===== src/rtl/tmds_palette_entry_encoder_assert.svh =====
// Assertion macros for the TMDS palette entry encoder.
`ifndef TMDS_PALETTE_ENTRY_ENCODER_ASSERT_SVH
`define TMDS_PALETTE_ENTRY_ENCODER_ASSERT_SVH

// Same-cycle implication, disabled while reset is asserted.
`define TPE_ASSERT_NOW(lbl, clk, rst_n, ante, cons) \
  lbl: assert property (@(posedge clk) disable iff (!rst_n) (ante) |-> (cons)) \
    else $error("tpe assertion failed (same cycle)");

// Next-cycle implication, disabled while reset is asserted.
`define TPE_ASSERT_NEXT(lbl, clk, rst_n, ante, cons) \
  lbl: assert property (@(posedge clk) disable iff (!rst_n) (ante) |=> (cons)) \
    else $error("tpe assertion failed (next cycle)");

`endif


===== src/rtl/tpe_pkg.sv =====
// Package: types, constants and helpers for the TMDS palette entry encoder.
`timescale 1ns / 1ps

package tpe_pkg;

  // First reserved control entry; indices at or above it are refused.
  localparam logic [8:0] CONTROL_BASE = 9'd251;

  // Mask of the low 50 bits applied to form the second word.
  localparam logic [61:0] LOW50_MASK = 62'h0003ffffffffffff;

  localparam int SYM_W      = 10;
  localparam int WORD_W     = 62;
  localparam int CFG_INDEX_W = 2;

  // Configuration register indices.
  localparam logic [CFG_INDEX_W-1:0] CFG_RED_HIGH = 2'd0;
  localparam logic [CFG_INDEX_W-1:0] CFG_INVERT   = 2'd1;

  typedef struct packed {
    logic [7:0]  entry_index;
    logic [23:0] color_rgb;
  } in_item_t;

  typedef struct packed {
    logic              accepted;
    logic [7:0]        entry_number;
    logic [WORD_W-1:0] first_word;
    logic [WORD_W-1:0] second_word;
  } out_item_t;

  // XNOR chaining when more than four ones, or exactly four with bit 0 clear.
  function automatic logic pick_xnor_chain(input logic [7:0] byte_in);
    logic [3:0] ones;
    ones = 4'd0;
    for (int i = 0; i < 8; i++) begin
      ones = ones + {3'd0, byte_in[i]};
    end
    return (ones > 4'd4) || ((ones == 4'd4) && !byte_in[0]);
  endfunction

endpackage


===== src/rtl/tpe_chan_encode.sv =====
// Transition-minimized coding of one 8-bit channel into a 10-bit symbol.
`timescale 1ns / 1ps

module tpe_chan_encode (
  input  logic [7:0]               byte_in,
  input  logic                     xnor_sel,
  output logic [tpe_pkg::SYM_W-1:0] sym_out
);
  import tpe_pkg::*;

  logic [7:0] chain;

  // Bit chain: each bit combines the data bit with the previous coded bit.
  always_comb begin
    chain[0] = byte_in[0];
    for (int i = 1; i < 8; i++) begin
      chain[i] = chain[i-1] ^ byte_in[i] ^ xnor_sel;
    end
  end

  // Bit 9 flags XNOR, bit 8 flags XOR; no DC balancing.
  assign sym_out = {xnor_sel, ~xnor_sel, chain};

endmodule


===== src/rtl/tmds_palette_entry_encoder.sv =====
// Top level: three-stage pipelined TMDS palette entry encoder.
`timescale 1ns / 1ps

// Takes one palette write per cycle while in_stall is low and returns one
// result per write from the stage 3 output register. Stage 1 counts the
// ones of each channel and picks XOR or XNOR chaining, stage 2 builds the
// three 10-bit symbols, stage 3 serializes them into the 62-bit first word and
// forms the masked second word in the output register. Every stage has its
// own valid bit and fills a bubble even while a later stage is stalled, so a
// sustained rate of one item per cycle is limited only by the output side.
// Indices of 251 and above return accepted clear with both words zero.
// Configuration is sampled by stage 3 and must be written only while idle.
module tmds_palette_entry_encoder (
  input  logic                             clk,
  input  logic                             rst_n,
  // input channel
  input  logic                             in_valid,
  output logic                             in_stall,
  input  tpe_pkg::in_item_t                in_data,
  // result channel
  output logic                             out_valid,
  input  logic                             out_stall,
  output tpe_pkg::out_item_t               out_data,
  // configuration port
  input  logic                             cfg_we,
  input  logic [tpe_pkg::CFG_INDEX_W-1:0]  cfg_index,
  input  logic                             cfg_wdata
);
  import tpe_pkg::*;

  // Configuration registers
  logic red_high_r, red_high_nxt;
  logic invert_r, invert_nxt;

  always_comb begin
    red_high_nxt = red_high_r;
    invert_nxt   = invert_r;
    if (cfg_we) begin
      case (cfg_index)
        CFG_RED_HIGH: red_high_nxt = cfg_wdata;
        CFG_INVERT:   invert_nxt   = cfg_wdata;
        default:      ;
      endcase
    end
  end

  always_ff @(posedge clk) begin
    if (!rst_n) begin
      red_high_r <= 1'b0;
      invert_r   <= 1'b0;
    end else begin
      red_high_r <= red_high_nxt;
      invert_r   <= invert_nxt;
    end
  end

  // Pipeline flow control: a stage loads when empty or when it moves on
  logic v1_r, v2_r, v3_r;
  logic ready1, ready2, ready3;

  assign ready3   = !v3_r || !out_stall;
  assign ready2   = !v2_r || ready3;
  assign ready1   = !v1_r || ready2;
  assign in_stall = !ready1;

  always_ff @(posedge clk) begin
    if (!rst_n) begin
      v1_r <= 1'b0;
      v2_r <= 1'b0;
      v3_r <= 1'b0;
    end else begin
      if (ready1) v1_r <= in_valid;
      if (ready2) v2_r <= v1_r;
      if (ready3) v3_r <= v2_r;
    end
  end

  // Stage 1: range check and chaining choice per channel
  logic [7:0]  s1_idx_r;
  logic [23:0] s1_rgb_r;
  logic        s1_ok_r;
  logic [2:0]  s1_xnor_r;

  always_ff @(posedge clk) begin
    if (ready1) begin
      s1_idx_r  <= in_data.entry_index;
      s1_rgb_r  <= in_data.color_rgb;
      s1_ok_r   <= ({1'b0, in_data.entry_index} < CONTROL_BASE);
      s1_xnor_r <= {pick_xnor_chain(in_data.color_rgb[23:16]),
                    pick_xnor_chain(in_data.color_rgb[15:8]),
                    pick_xnor_chain(in_data.color_rgb[7:0])};
    end
  end

  // Stage 2: transition-minimized symbols
  logic [SYM_W-1:0] sym_r_c, sym_g_c, sym_b_c;
  logic [SYM_W-1:0] s2_sym_r_r, s2_sym_g_r, s2_sym_b_r;
  logic [7:0]       s2_idx_r;
  logic             s2_ok_r;

  tpe_chan_encode u_enc_red (
    .byte_in (s1_rgb_r[23:16]),
    .xnor_sel(s1_xnor_r[2]),
    .sym_out (sym_r_c)
  );

  tpe_chan_encode u_enc_green (
    .byte_in (s1_rgb_r[15:8]),
    .xnor_sel(s1_xnor_r[1]),
    .sym_out (sym_g_c)
  );

  tpe_chan_encode u_enc_blue (
    .byte_in (s1_rgb_r[7:0]),
    .xnor_sel(s1_xnor_r[0]),
    .sym_out (sym_b_c)
  );

  always_ff @(posedge clk) begin
    if (ready2) begin
      s2_sym_r_r <= sym_r_c;
      s2_sym_g_r <= sym_g_c;
      s2_sym_b_r <= sym_b_c;
      s2_idx_r   <= s1_idx_r;
      s2_ok_r    <= s1_ok_r;
    end
  end

  // Stage 3: MSB-first serialization into differential pairs
  logic [WORD_W-1:0] word_c;

  always_comb begin
    logic [1:0] rp, gp, bp;
    logic [5:0] grp;
    word_c = '0;
    for (int g = 0; g < SYM_W; g++) begin
      rp  = {~s2_sym_r_r[SYM_W-1-g], s2_sym_r_r[SYM_W-1-g]} ^ {2{invert_r}};
      gp  = {~s2_sym_g_r[SYM_W-1-g], s2_sym_g_r[SYM_W-1-g]} ^ {2{invert_r}};
      bp  = {~s2_sym_b_r[SYM_W-1-g], s2_sym_b_r[SYM_W-1-g]} ^ {2{invert_r}};
      grp = red_high_r ? {rp, gp, bp} : {bp, gp, rp};
      // upper five groups sit above the two-bit gap
      if (g < 5) begin
        word_c[6*(9-g)+2 +: 6] = grp;
      end else begin
        word_c[6*(9-g) +: 6] = grp;
      end
    end
  end

  out_item_t out_r;

  always_ff @(posedge clk) begin
    if (ready3) begin
      out_r.accepted     <= s2_ok_r;
      out_r.entry_number <= s2_idx_r;
      out_r.first_word   <= s2_ok_r ? word_c : '0;
      out_r.second_word  <= s2_ok_r ? (word_c ^ LOW50_MASK) : '0;
    end
  end

  assign out_valid = v3_r;
  assign out_data  = out_r;

  // Checks
`include "tmds_palette_entry_encoder_assert.svh"

  `TPE_ASSERT_NOW(a_refused_zero, clk, rst_n, out_valid && !out_data.accepted, (out_data.first_word == '0) && (out_data.second_word == '0))
  `TPE_ASSERT_NOW(a_second_mask, clk, rst_n, out_valid && out_data.accepted, out_data.second_word == (out_data.first_word ^ LOW50_MASK))
  `TPE_ASSERT_NOW(a_accept_range, clk, rst_n, out_valid, out_data.accepted == ({1'b0, out_data.entry_number} < CONTROL_BASE))
  `TPE_ASSERT_NEXT(a_stage2_hold, clk, rst_n, v2_r && !ready3, v2_r && $stable(s2_idx_r) && $stable(s2_sym_g_r))

endmodule


===== config.mk =====
export PLATFORM = sky130hd
export DESIGN_NAME = tmds_palette_entry_encoder
export DESIGN_NICKNAME = d
export VERILOG_FILES = /design/src/rtl/tpe_pkg.sv /design/src/rtl/tpe_chan_encode.sv /design/src/rtl/tmds_palette_entry_encoder.sv
export VERILOG_INCLUDE_DIRS = /design/src /design/src/rtl
export SDC_FILE = /design/constraint.sdc
export NUM_CORES = 1
export LEC_CHECK = 0
export ABC_AREA = 1
export CORE_AREA = 3 3 174 91
export DETAILED_ROUTE_END_ITERATION = 6
export DIE_AREA = 0 0 177 94
export DONT_BUFFER_PORTS = 1
export GPL_ROUTABILITY_DRIVEN = 0
export GPL_TIMING_DRIVEN = 0
export PLACE_DENSITY = 0.75
export SLEW_MARGIN = 20
export SYNTH_ARGS = -nofsm -noshare
export SYNTH_HDL_FRONTEND = slang
export SYNTH_SLANG_ARGS = --single-unit

===== constraint.sdc =====
create_clock -name clk -period 15.4 [get_ports clk]
set_input_delay 0.77 -clock clk [delete_from_list [all_inputs] [get_ports clk]]
set_output_delay 0.77 -clock clk [all_outputs]
set_load 0.03 [all_outputs]

# Word-level counts from Yosys, hierarchy flattened
# Cells that the tools add are included.
# W data, S select, Z words.
[classes]
add_sub_neg = 21
n_lt_le_gt_ge = 4
eq_ne = 4
muxes = 10
n_bitwise = 106
n_reduce_logical = 20
[op_table]
columns = ["operator", "n"]
rows = [
  ["$mux W6", 10],
  ["$xor A2 B2 Y2", 30],
  ["$not A50 Y50", 1],
  ["$add A4 B1 Y4", 12],
  ["$xor A1 B1 Y1", 42],
  ["$not A1 Y1", 33],
  ["$add A3 B1 Y4", 3],
  ["$eq A4 B3 Y1 const B", 3],
  ["$gt A4 B3 Y1 const B", 3],
  ["$add A2 B1 Y3", 3],
  ["$logic_not A1 Y1", 8],
  ["$lt A8 B8 Y1 const B", 1],
  ["$add A1 B1 Y2", 3],
  ["$logic_or A1 B1 Y1", 6],
  ["$reduce_and A2 Y1", 2],
  ["$logic_and A1 B1 Y1", 3],
  ["$eq A2 B1 Y1 const B", 1],
  ["$logic_not A2 Y1", 1],
]
[totals]
regBits = 213
in_bits = 40
output_inout_bits = 135

# Logic depth before layout (Yosys ltp)
# Gate-level depths: netlist of run 1.
[logic_depth]
depth_word = 14
depth_mapped = 12
depth_no_buf = 12

# Cells and area by module
# A second synthesis of run 1 with hierarchy kept.
[unflattened]
hier_cells = 817
area_unflattened_um2 = 9069.9
[modules_own_cells]
columns = ["module", "n_inst", "cells_per_inst", "area_each_um2", "seq_area_each_um2"]
rows = [
  ["tmds_palette_entry_encoder", 1, 685, 8330.5, 5895.7],
  ["tpe_chan_encode", 3, 44, 246.5, 0.0],
]

# Least setup slack after synthesis of run 1
# No wires, ideal clock.
[synth_path]
path_kind = "input-to-reg"
start = "in out_stall"
end = "reg s1_idx_r[0] (enable)"
t_arrival_ns = 5.515
t_required_ns = 15.009
path_slack_ns = 9.494
path_stages = 5
path_buffers = 0
cell_sequence = "nand2_1 -> nor2_1 -> inv_1 -> nor2_1 -> inv_1"
[synth_between]
elab_chain_len = 4
[synth_rtl]
columns = ["element", "line_no", "text"]
rows = [
  ["from (decl)", "tmds_palette_entry_encoder.sv:22", "input logic out_stall,"],
  ["$logic_not A1 Y1", "tmds_palette_entry_encoder.sv:61", "assign ready3 = !v3_r || !out_stall;"],
  ["$logic_or A1 B1 Y1", "tmds_palette_entry_encoder.sv:61", ""],
  ["$logic_or A1 B1 Y1", "tmds_palette_entry_encoder.sv:62", "assign ready2 = !v2_r || ready3;"],
  ["named net ready2", "tmds_palette_entry_encoder.sv:59", "logic ready1, ready2, ready3;"],
  ["$logic_or A1 B1 Y1", "tmds_palette_entry_encoder.sv:63", "assign ready1 = !v1_r || ready2;"],
  ["to (signal assigned)", "tmds_palette_entry_encoder.sv:86", "s1_idx_r <= in_data.entry_index;"],
  ["to (decl)", "tmds_palette_entry_encoder.sv:79", "logic [7:0] s1_idx_r;"],
]
# The timed path passes the listed nets, and every way through them passes these cells.
# A chain may end at the register's enable or synchronous reset.

# Worst setup path after layout of run 1
[layout_path]
start = "reg v3_r (netlist: out_valid)"
end = "out in_stall"
[layout_between]
elab_chain_len = 5
[layout_rtl]
columns = ["element", "line_no", "text"]
rows = [
  ["from (decl)", "tmds_palette_entry_encoder.sv:58", "logic v1_r, v2_r, v3_r;"],
  ["from (signal assigned)", "tmds_palette_entry_encoder.sv:74", "if (ready3) v3_r <= v2_r;"],
  ["$logic_not A1 Y1", "tmds_palette_entry_encoder.sv:61", ""],
  ["$logic_or A1 B1 Y1", "tmds_palette_entry_encoder.sv:61", ""],
  ["named net ready3", "tmds_palette_entry_encoder.sv:59", ""],
  ["$logic_or A1 B1 Y1", "tmds_palette_entry_encoder.sv:62", ""],
  ["named net ready2", "tmds_palette_entry_encoder.sv:59", ""],
  ["$logic_or A1 B1 Y1", "tmds_palette_entry_encoder.sv:63", ""],
  ["$logic_not A1 Y1", "tmds_palette_entry_encoder.sv:64", "assign in_stall = !ready1;"],
  ["to (decl)", "tmds_palette_entry_encoder.sv:18", "output logic in_stall,"],
]
# The timed path passes the listed nets, and every way through them passes these cells.

==> results of run 1 <==
-- worst max-delay path by stage --
stage | slack, ns | end | cells past startpoint
6_report | 12.17 | in_stall | 4
4_1_cts | 12.10 | in_stall | 4
2_1_floorplan | 9.49 | s1_idx_r[0] | 5
3_3_place_gp | 8.08 | s1_rgb_r[11] | 5
5_1_grt | 11.94 | in_stall | 4
3_5_place_dp | 11.83 | s1_xnor_r[2] | 9
-- power groups by stage --
stage | clock network [uW] | registers (uW) | logic (uW)
after floorplan | 0 | 1110 | 294
after global placement | 0 | 1140 | 343
after detailed placement | 0 | 1150 | 359
after CTS | 454 | 1140 | 362
after global routing | 476 | 1150 | 405
final | 446 | 1130 | 358
-- cell usage in the layout (no fill, tap or decap), types with 2 or more instances in the layout --
master,n
inv_1,88
nor2_1,112
buf_4,17
o22ai_1,3
a31oi_1,2
nand3b_1,4
nor4_1,2
nor3_1,5
xor2_1,16
o21ai_0,4
clkinv_8,5
inv_2,19
nand2_1,44
xnor2_4,3
xnor2_2,6
nand3_1,15
inv_6,6
a21oi_1,6
clkbuf_1,11
fa_1,12
ha_1,9
buf_2,4
clkbuf_16,17
buf_12,3
nand2_2,16
edfxtp_1,193
o21ai_2,16
conb_1,2
dfxtp_1,5
buf_6,2
xnor2_1,31
-- layout make-up --
type | count | area, sq um
clock inverters | 15 | 184
clock buffers | 17 | 425
inverters | 107 | 402
well taps | 198 | 248
repair buffers | 2 | 47.5
plain buffers | 37 | 255
flip-flops and latches | 198 | 5900
multi-input cells | 312 | 2040
fillers | 1025 | 4890
-- logic make-up after synthesis --
group,synth area share [%]
flops,68.7
simple gates,9.84
buf+inv,7.65
fa+ha+maj,4.11
other cells,0.0437
xor+xnor,7.08
compound gates,2.58
-- per-layer routing --
metal	track usage, %	part of all wire (%)	vias to the layer above
met5	0	0	-
met4	5.49	1.1	0
met3	6.98	8.7	14
met2	30.2	49	141
met1	22.9	42	2137
li1	-	-	2154
-- worst max-delay path, delay by kind of cell (launching register included) --
kind	cells	cell delay, ns
and+or+nand+nor	3	1.33
buffers and inverters	1	0.16
DFF	1	0.55
-- sequential cells by signal (all words and copies together), names as in the netlist, 3 cells and up --
register and flops:
s1_rgb_r 24, s1_xnor_r 3, out_data 118, s2_idx_r 8
s2_sym_b_r 10, s1_idx_r 8, s2_sym_g_r 10, s2_sym_r_r 10
-- metrics by stage --
stage / total power (uW) / instance area [sq um]
floorplan: 1410 / 8590
global placement: 1490 / 8830
detailed placement: 1510 / 8890
CTS: 1950 / 9500
global route: 2030 / 9500
finish: 1940 / 9500
==> summary.md, run 1 <==
| Metric | Value |
|---|---|
| Status | `complete, no violations` |
| Grt ovf | `0` |
| Flop pwr share | `58.5%` |
| Worst Path Max Fanout | `56` |
| DP Cell Count | `854` |
| Cell variety after synth | `32` |
| Clock skew | `approximately 0.014 ns` |
| First-pass GRT wire length | `22700 um` |
| Worst min-delay path category | `reg -> reg` |
| Syn avg cell area | `13.1 sq um` |
| Mapped cell area | `8580 sq um` |
| RR Endpoint | `s1_rgb_r[7]` |
| Max-Cap Viols | `0` |
| Power Density | `slightly above 200 nW/um^2` |
| DR DRC count | `0` |
| Post-synthesis cell count | `653` |
| Synth top cells by count | `edfxtp_1, nor2_1, inv_1, nand2_1, xnor2_1` |
| Post-place setup slack | `11.83 ns` |
| Sw Ratio | `39.1%` |
| Layout cells sized above 1 | `17.6%` |
| CTS Buf Count | `17` |
| Fin nets | `736` |
| Via count | `~4400` |
| Hold path depth | `0` |
| RSZ-0062 raised after global routing | `no` |
| Die W | `177 um` |
| Synth Warn # | `0` |
| Tcrit/Tclk final | `between 20% and 30%` |
| Max incr delay on CP | `0.56 ns` |
| #FFs+latches synth | `198` |
| CTS tree | `done` |
| Post-synth EDFFs | `193` |
| R2R Setup Slk | `12.47 ns` |
| Cell internal pwr | `1180 uW` |
| Syn-to-layout area delta | `10.7%` |
| Final setup margin | `12.17 ns` |
| Min Hold Slack | `0.413 ns` |
| Critical Path Source | `out_valid` |
| Startpoint Class | `flop` |
| Root buffer cell | `clkbuf_16` |
| Worst slew margin | `48.4%` |
| Vias per cell | `around 5.0` |
| Clock transition at path regs | `0.08 ns` |
| Max Slew Vio Count | `0` |
| Routed len/inst | `16.7 um` |
| Clk_lat worst skew | `0.42 ns` |
| CTS Buffer Depth | `2` |
| Fmax | `0.310 GHz` |
| Reg2Reg Launch Point | `out_valid` |
| Final Hold Viols | `0` |
| Postcts setup bufs | `0` |
| Hold Path Sink | `s2_idx_r[0]` |
| Sequential area share after synthesis | `68.7%` |
| Hold-fix buffers at CTS | `0` |
| Worst Reg2Reg Path Length in Cells | `5` |
| Resize count post-CTS | `0` |
| Crit end category | `output port` |
| NetSw | `between 700 and 800 uW` |
| Clock sink total | `198` |
| Antenna Cells | `0` |
| TritonRoute pass-1 iters | `4` |
| Core footprint | `14400 sq um` |
| Utilization after layout | `66.0%` |
| Setup violators final | `0` |
| Final std cells w/o fill | `886` |
| Total GRT Usage | `18.3%` |
| Comb pwr share | `18.5%` |
| Pin count of the biggest net entering global routing | `between 60 and 70` |
| Top Ports | `175` |
| Num rows | `31` |
| Primary FF master, synth | `edfxtp_1` |
| Starting Density | `59.6%` |
| Synth top area cells | `edfxtp_1, nor2_1, inv_1, xnor2_1, fa_1` |
| Antenna violations before repair | `0` |
| Leakage | `~0.0040 uW` |
| Port bufs | `0` |
| Kind of critical path | `reg -> out` |
| Most frequent CP cell | `nor2_1` |
| Post-route ant nets | `0` |
| First DRT Iteration DRCs | `roughly 350` |
| Vias in the first global route | `4367` |
| HPWL Detailed | `~11000 um` |
| Async S/R FF share, synth | `0%` |
| Final WL | `14800 um` |
| Fin crit period | `3.23 ns` |
| CP max stage cell | `nor2_1` |
| Clock share of power | `23.0%` |
| Crit path cell chain | `nand2_4 -> nor2_1 -> inv_2 -> nor2_1` |
| Required @ worst endpoint | `14.63 ns` |
| H-tree levels | `4` |
| Die area | `16600 sq um` |
| VDD IR max | `0.0842 mV` |
| Area leader, netlist | `edfxtp_1` |
| Slew @ Worst Pin | `0.775 ns` |
| Hold Path Origin | `s1_idx_r[0]` |
| Final setup TNS | `0 ns` |
| Post-synth top area share | `approximately two thirds` |
| Most common cell in the synthesized netlist | `edfxtp_1` |
| Die span in y | `between 90 and 100 um` |
| Worst endpoint data arrival time | `2.46 ns` |
Note: power is estimated with default switching activity, not from simulation.
==> run 2: changes to the inputs <==
==> constraint.sdc (replaced) <==
create_clock -name clk -period 3.1 [get_ports clk]
set_input_delay 0.155 -clock clk [delete_from_list [all_inputs] [get_ports clk]]
set_output_delay 0.155 -clock clk [all_outputs]
set_load 0.03 [all_outputs]
==> run 2 against run 1 <==
Flip-flop and latch count unchanged. Clock skew decreased by 0.00059 ns. Largest cell class unchanged. Cell count increased by 4.7%. Count of clock-buffer cells in the layout rose by 1. Design area increased by 4.3%. Sequential share of layout area decreased by 2.5 points. Largest power group unchanged. Core utilization is 2.9 points higher.
==> summary.md, run 2 (synthesis results as in run 1) <==
| Metric | Value |
|---|---|
| HPWL Detailed | `11000 um (was 10900 um)` |
| Final setup margin | `0.260 ns (was 12.17 ns)` |
| Core footprint | `14400 sq um (unchanged)` |
| Tot Pwr | `9630 uW (was 1940 uW)` |
| Kind of critical path | `reg -> reg (was reg -> out)` |
| Worst endpoint data arrival time | `2.89 ns (was 2.46 ns)` |
| Most common cell after layout, fill and taps aside | `edfxtp_1 (unchanged)` |
| Fmax | `0.352 GHz` |
| RSZ-0062 raised after global routing | `no (unchanged)` |
| Most frequent cells in the layout | `edfxtp_1, nor2_1, inv_1 (unchanged)` |
| First DRT Iteration DRCs | `362 (was 346)` |
| VDD IR max | `0.459 mV (was 0.0842 mV)` |
| DR DRC count | `0 (unchanged)` |
| Largest register FFs | `118 (unchanged)` |
| First-pass GRT wire length | `25200 um (was 22700 um)` |
| Delay-heaviest family, CP | `simple AND/OR/NAND/NOR gates (unchanged)` |
| H-tree levels | `4 (unchanged)` |
| Worst min-delay path category | `in -> reg (was reg -> reg)` |
| Required @ worst endpoint | `3.15 ns (was 14.63 ns)` |
| Hold Path Origin | `in_data[26] (was s1_idx_r[0])` |
| M1 GR Usage | `27.2% (was 22.9%)` |
| Crit path cell chain | `nand2_8 -> nor2_4 -> clkinvlp_4 -> nor2_4 -> clkinvlp_4 (was nand2_4 -> nor2_1 -> inv_2 -> nor2_1)` |
| Met3 Use GR | `6.66% (was 6.98%)` |
| NetSw | `3800 uW (was 757 uW)` |
| Worst Path Max Fanout | `60 (was 56)` |
| DP Cell Count | `852 (was 854)` |
| Comb pwr share | `19.0% (was 18.5%)` |
| Vias per cell | `5.01 (was 5.02)` |
| Min Hold Slack | `0.0590 ns (was 0.413 ns)` |
| Leakage | `0.00415 uW (was 0.00399 uW)` |
| Die area | `16600 sq um (unchanged)` |
| Clock skew | `0.0135 ns (was 0.0141 ns)` |
| CTS Buf Count | `17 (unchanged)` |
| Max-Cap Viols | `0 (unchanged)` |
| Cell internal pwr | `5820 uW (was 1180 uW)` |
| Layout cells sized above 1 | `17.1% (was 17.6%)` |
| Num rows | `31 (unchanged)` |
| Fin crit period | `2.84 ns` |
| Post-place setup slack | `-0.694 ns (was 11.83 ns)` |
| Slew @ Worst Pin | `0.999 ns (was 0.775 ns)` |
| Crit end category | `flop (was output port)` |
| Worst slew margin | `33.0% (was 48.4%)` |
| Startpoint Class | `flop (unchanged)` |
| Antenna Cells | `0 (unchanged)` |
| TritonRoute pass-1 iters | `4 (unchanged)` |
| M2 GR Usage | `33.0% (was 30.2%)` |
| Sw Ratio | `39.5% (was 39.1%)` |
| Max incr delay on CP | `0.50 ns (was 0.56 ns)` |
| CP Buf/Inv Count | `2 (was 1)` |
| Status | `complete, no violations (unchanged)` |
| CTS tree | `done (unchanged)` |
| Syn-to-layout area delta | `15.5% (was 10.7%)` |
| Critical Path Source | `out_valid (unchanged)` |
| Fin nets | `778 (was 736)` |
| Die W | `177 um (unchanged)` |
| Port bufs | `0 (unchanged)` |
| Root buffer cell | `clkbuf_16 (unchanged)` |
| Reg2Reg Launch Point | `out_valid (unchanged)` |
| Final std cells w/o fill | `928 (was 886)` |
| Antenna violations before repair | `0 (unchanged)` |
| Tcrit/Tclk final | `roughly nine tenths` |
| Max Slew Vio Count | `0 (unchanged)` |
| Fillcell total | `951 (was 1025)` |
| Power Density | `971 nW/um^2 (was 204 nW/um^2)` |
| Most crowded layer after global routing | `met2 (unchanged)` |
| Clock share of power | `22.4% (was 23.0%)` |
| Final Hold Viols | `0 (unchanged)` |
| Pin count of the biggest net entering global routing | `61 (was 66)` |
| Clk_lat worst skew | `0.43 ns (was 0.42 ns)` |
| Total GRT Usage | `20.5% (was 18.3%)` |
| Flop pwr share | `58.5% (about the same)` |
| Routed len/inst | `17.8 um (was 16.7 um)` |
| Clock sink total | `198 (unchanged)` |
| Final WL | `16500 um (was 14800 um)` |
| Setup violators final | `0 (unchanged)` |
| Clock transition at path regs | `0.07 ns (was 0.08 ns)` |
| CP max stage cell | `nor2_4 (was nor2_1)` |
| Die span in y | `94 um (unchanged)` |
| Grt ovf | `0 (unchanged)` |
| Via count | `4646 (was 4446)` |
| Starting Density | `59.6% (unchanged)` |
| Vias in the first global route | `4608 (was 4367)` |
| Post-route ant nets | `0 (unchanged)` |
| Top Ports | `175 (unchanged)` |
| CTS Buffer Depth | `2 (unchanged)` |
run 2: path summary, 6_finish.rpt:
path,end,slack [ns],cells past startpoint
setup / recovery,s1_rgb_r[16],0.26,5
hold / removal,s1_ok_r,0.06,3
setup reg to reg,s1_rgb_r[16],0.26,5
hold reg to reg,out_data[127],0.42,0
run 2: worst reg2reg max path, stage by stage, from the launching register on:
cell and delay [ns]:
dfxtp_4 0.47, nand2_8 0.29, nor2_4 0.27, clkinvlp_4 0.45
nor2_4 0.50, clkinvlp_4 0.48
run 2: final cells by class:
cell class,instances,area (sq um),area share [%]
buffer,37,255,2.58
timing repair buffer,41,420,4.24
sequential,198,5900,59.5
timing repair inverter,2,12.5,0.126
clock buffer,18,429,4.33
inverter,107,409,4.13
tap,198,248,2.50
clock inverter,14,160,1.62
multi-input combinational,313,2080,21.0
run 2: per-stage QoR:
step	setup TNS [ns]	util (%)	cell area, sq um
2_1_floorplan	0	-	8630
3_3_place_gp	-21.78	61.7	8880
3_5_place_dp	-24.93	61.7	8880
4_1_cts	0	68.7	9890
5_1_grt	0	68.9	9910
6_report	0	68.9	9910
run 2: repair_timing:
action                     CTS  global route
resized for setup            1             0
hold endpoints to repair    38             0
hold buffers                40             0
buffers inserted             0             1
gates cloned                 3             0
setup endpoints to repair   37            18
pin swaps                    1             0
run 2: per-layer routing:
metal  routed length, um  share of wire (%)
met1                7120                 43
met2                7890                 48
met3                1300                7.9
met4                 180                1.1
met5                   0                  0
run 2: power by group through the flow:
stage	Sequential (uW)	Combinational, uW	Clock, uW
after floorplan	5530	1460	0
after global placement	5680	1710	0
after detailed placement	5720	1790	0
after CTS	5660	1840	2190
after global routing	5710	2050	2300
final	5640	1830	2160
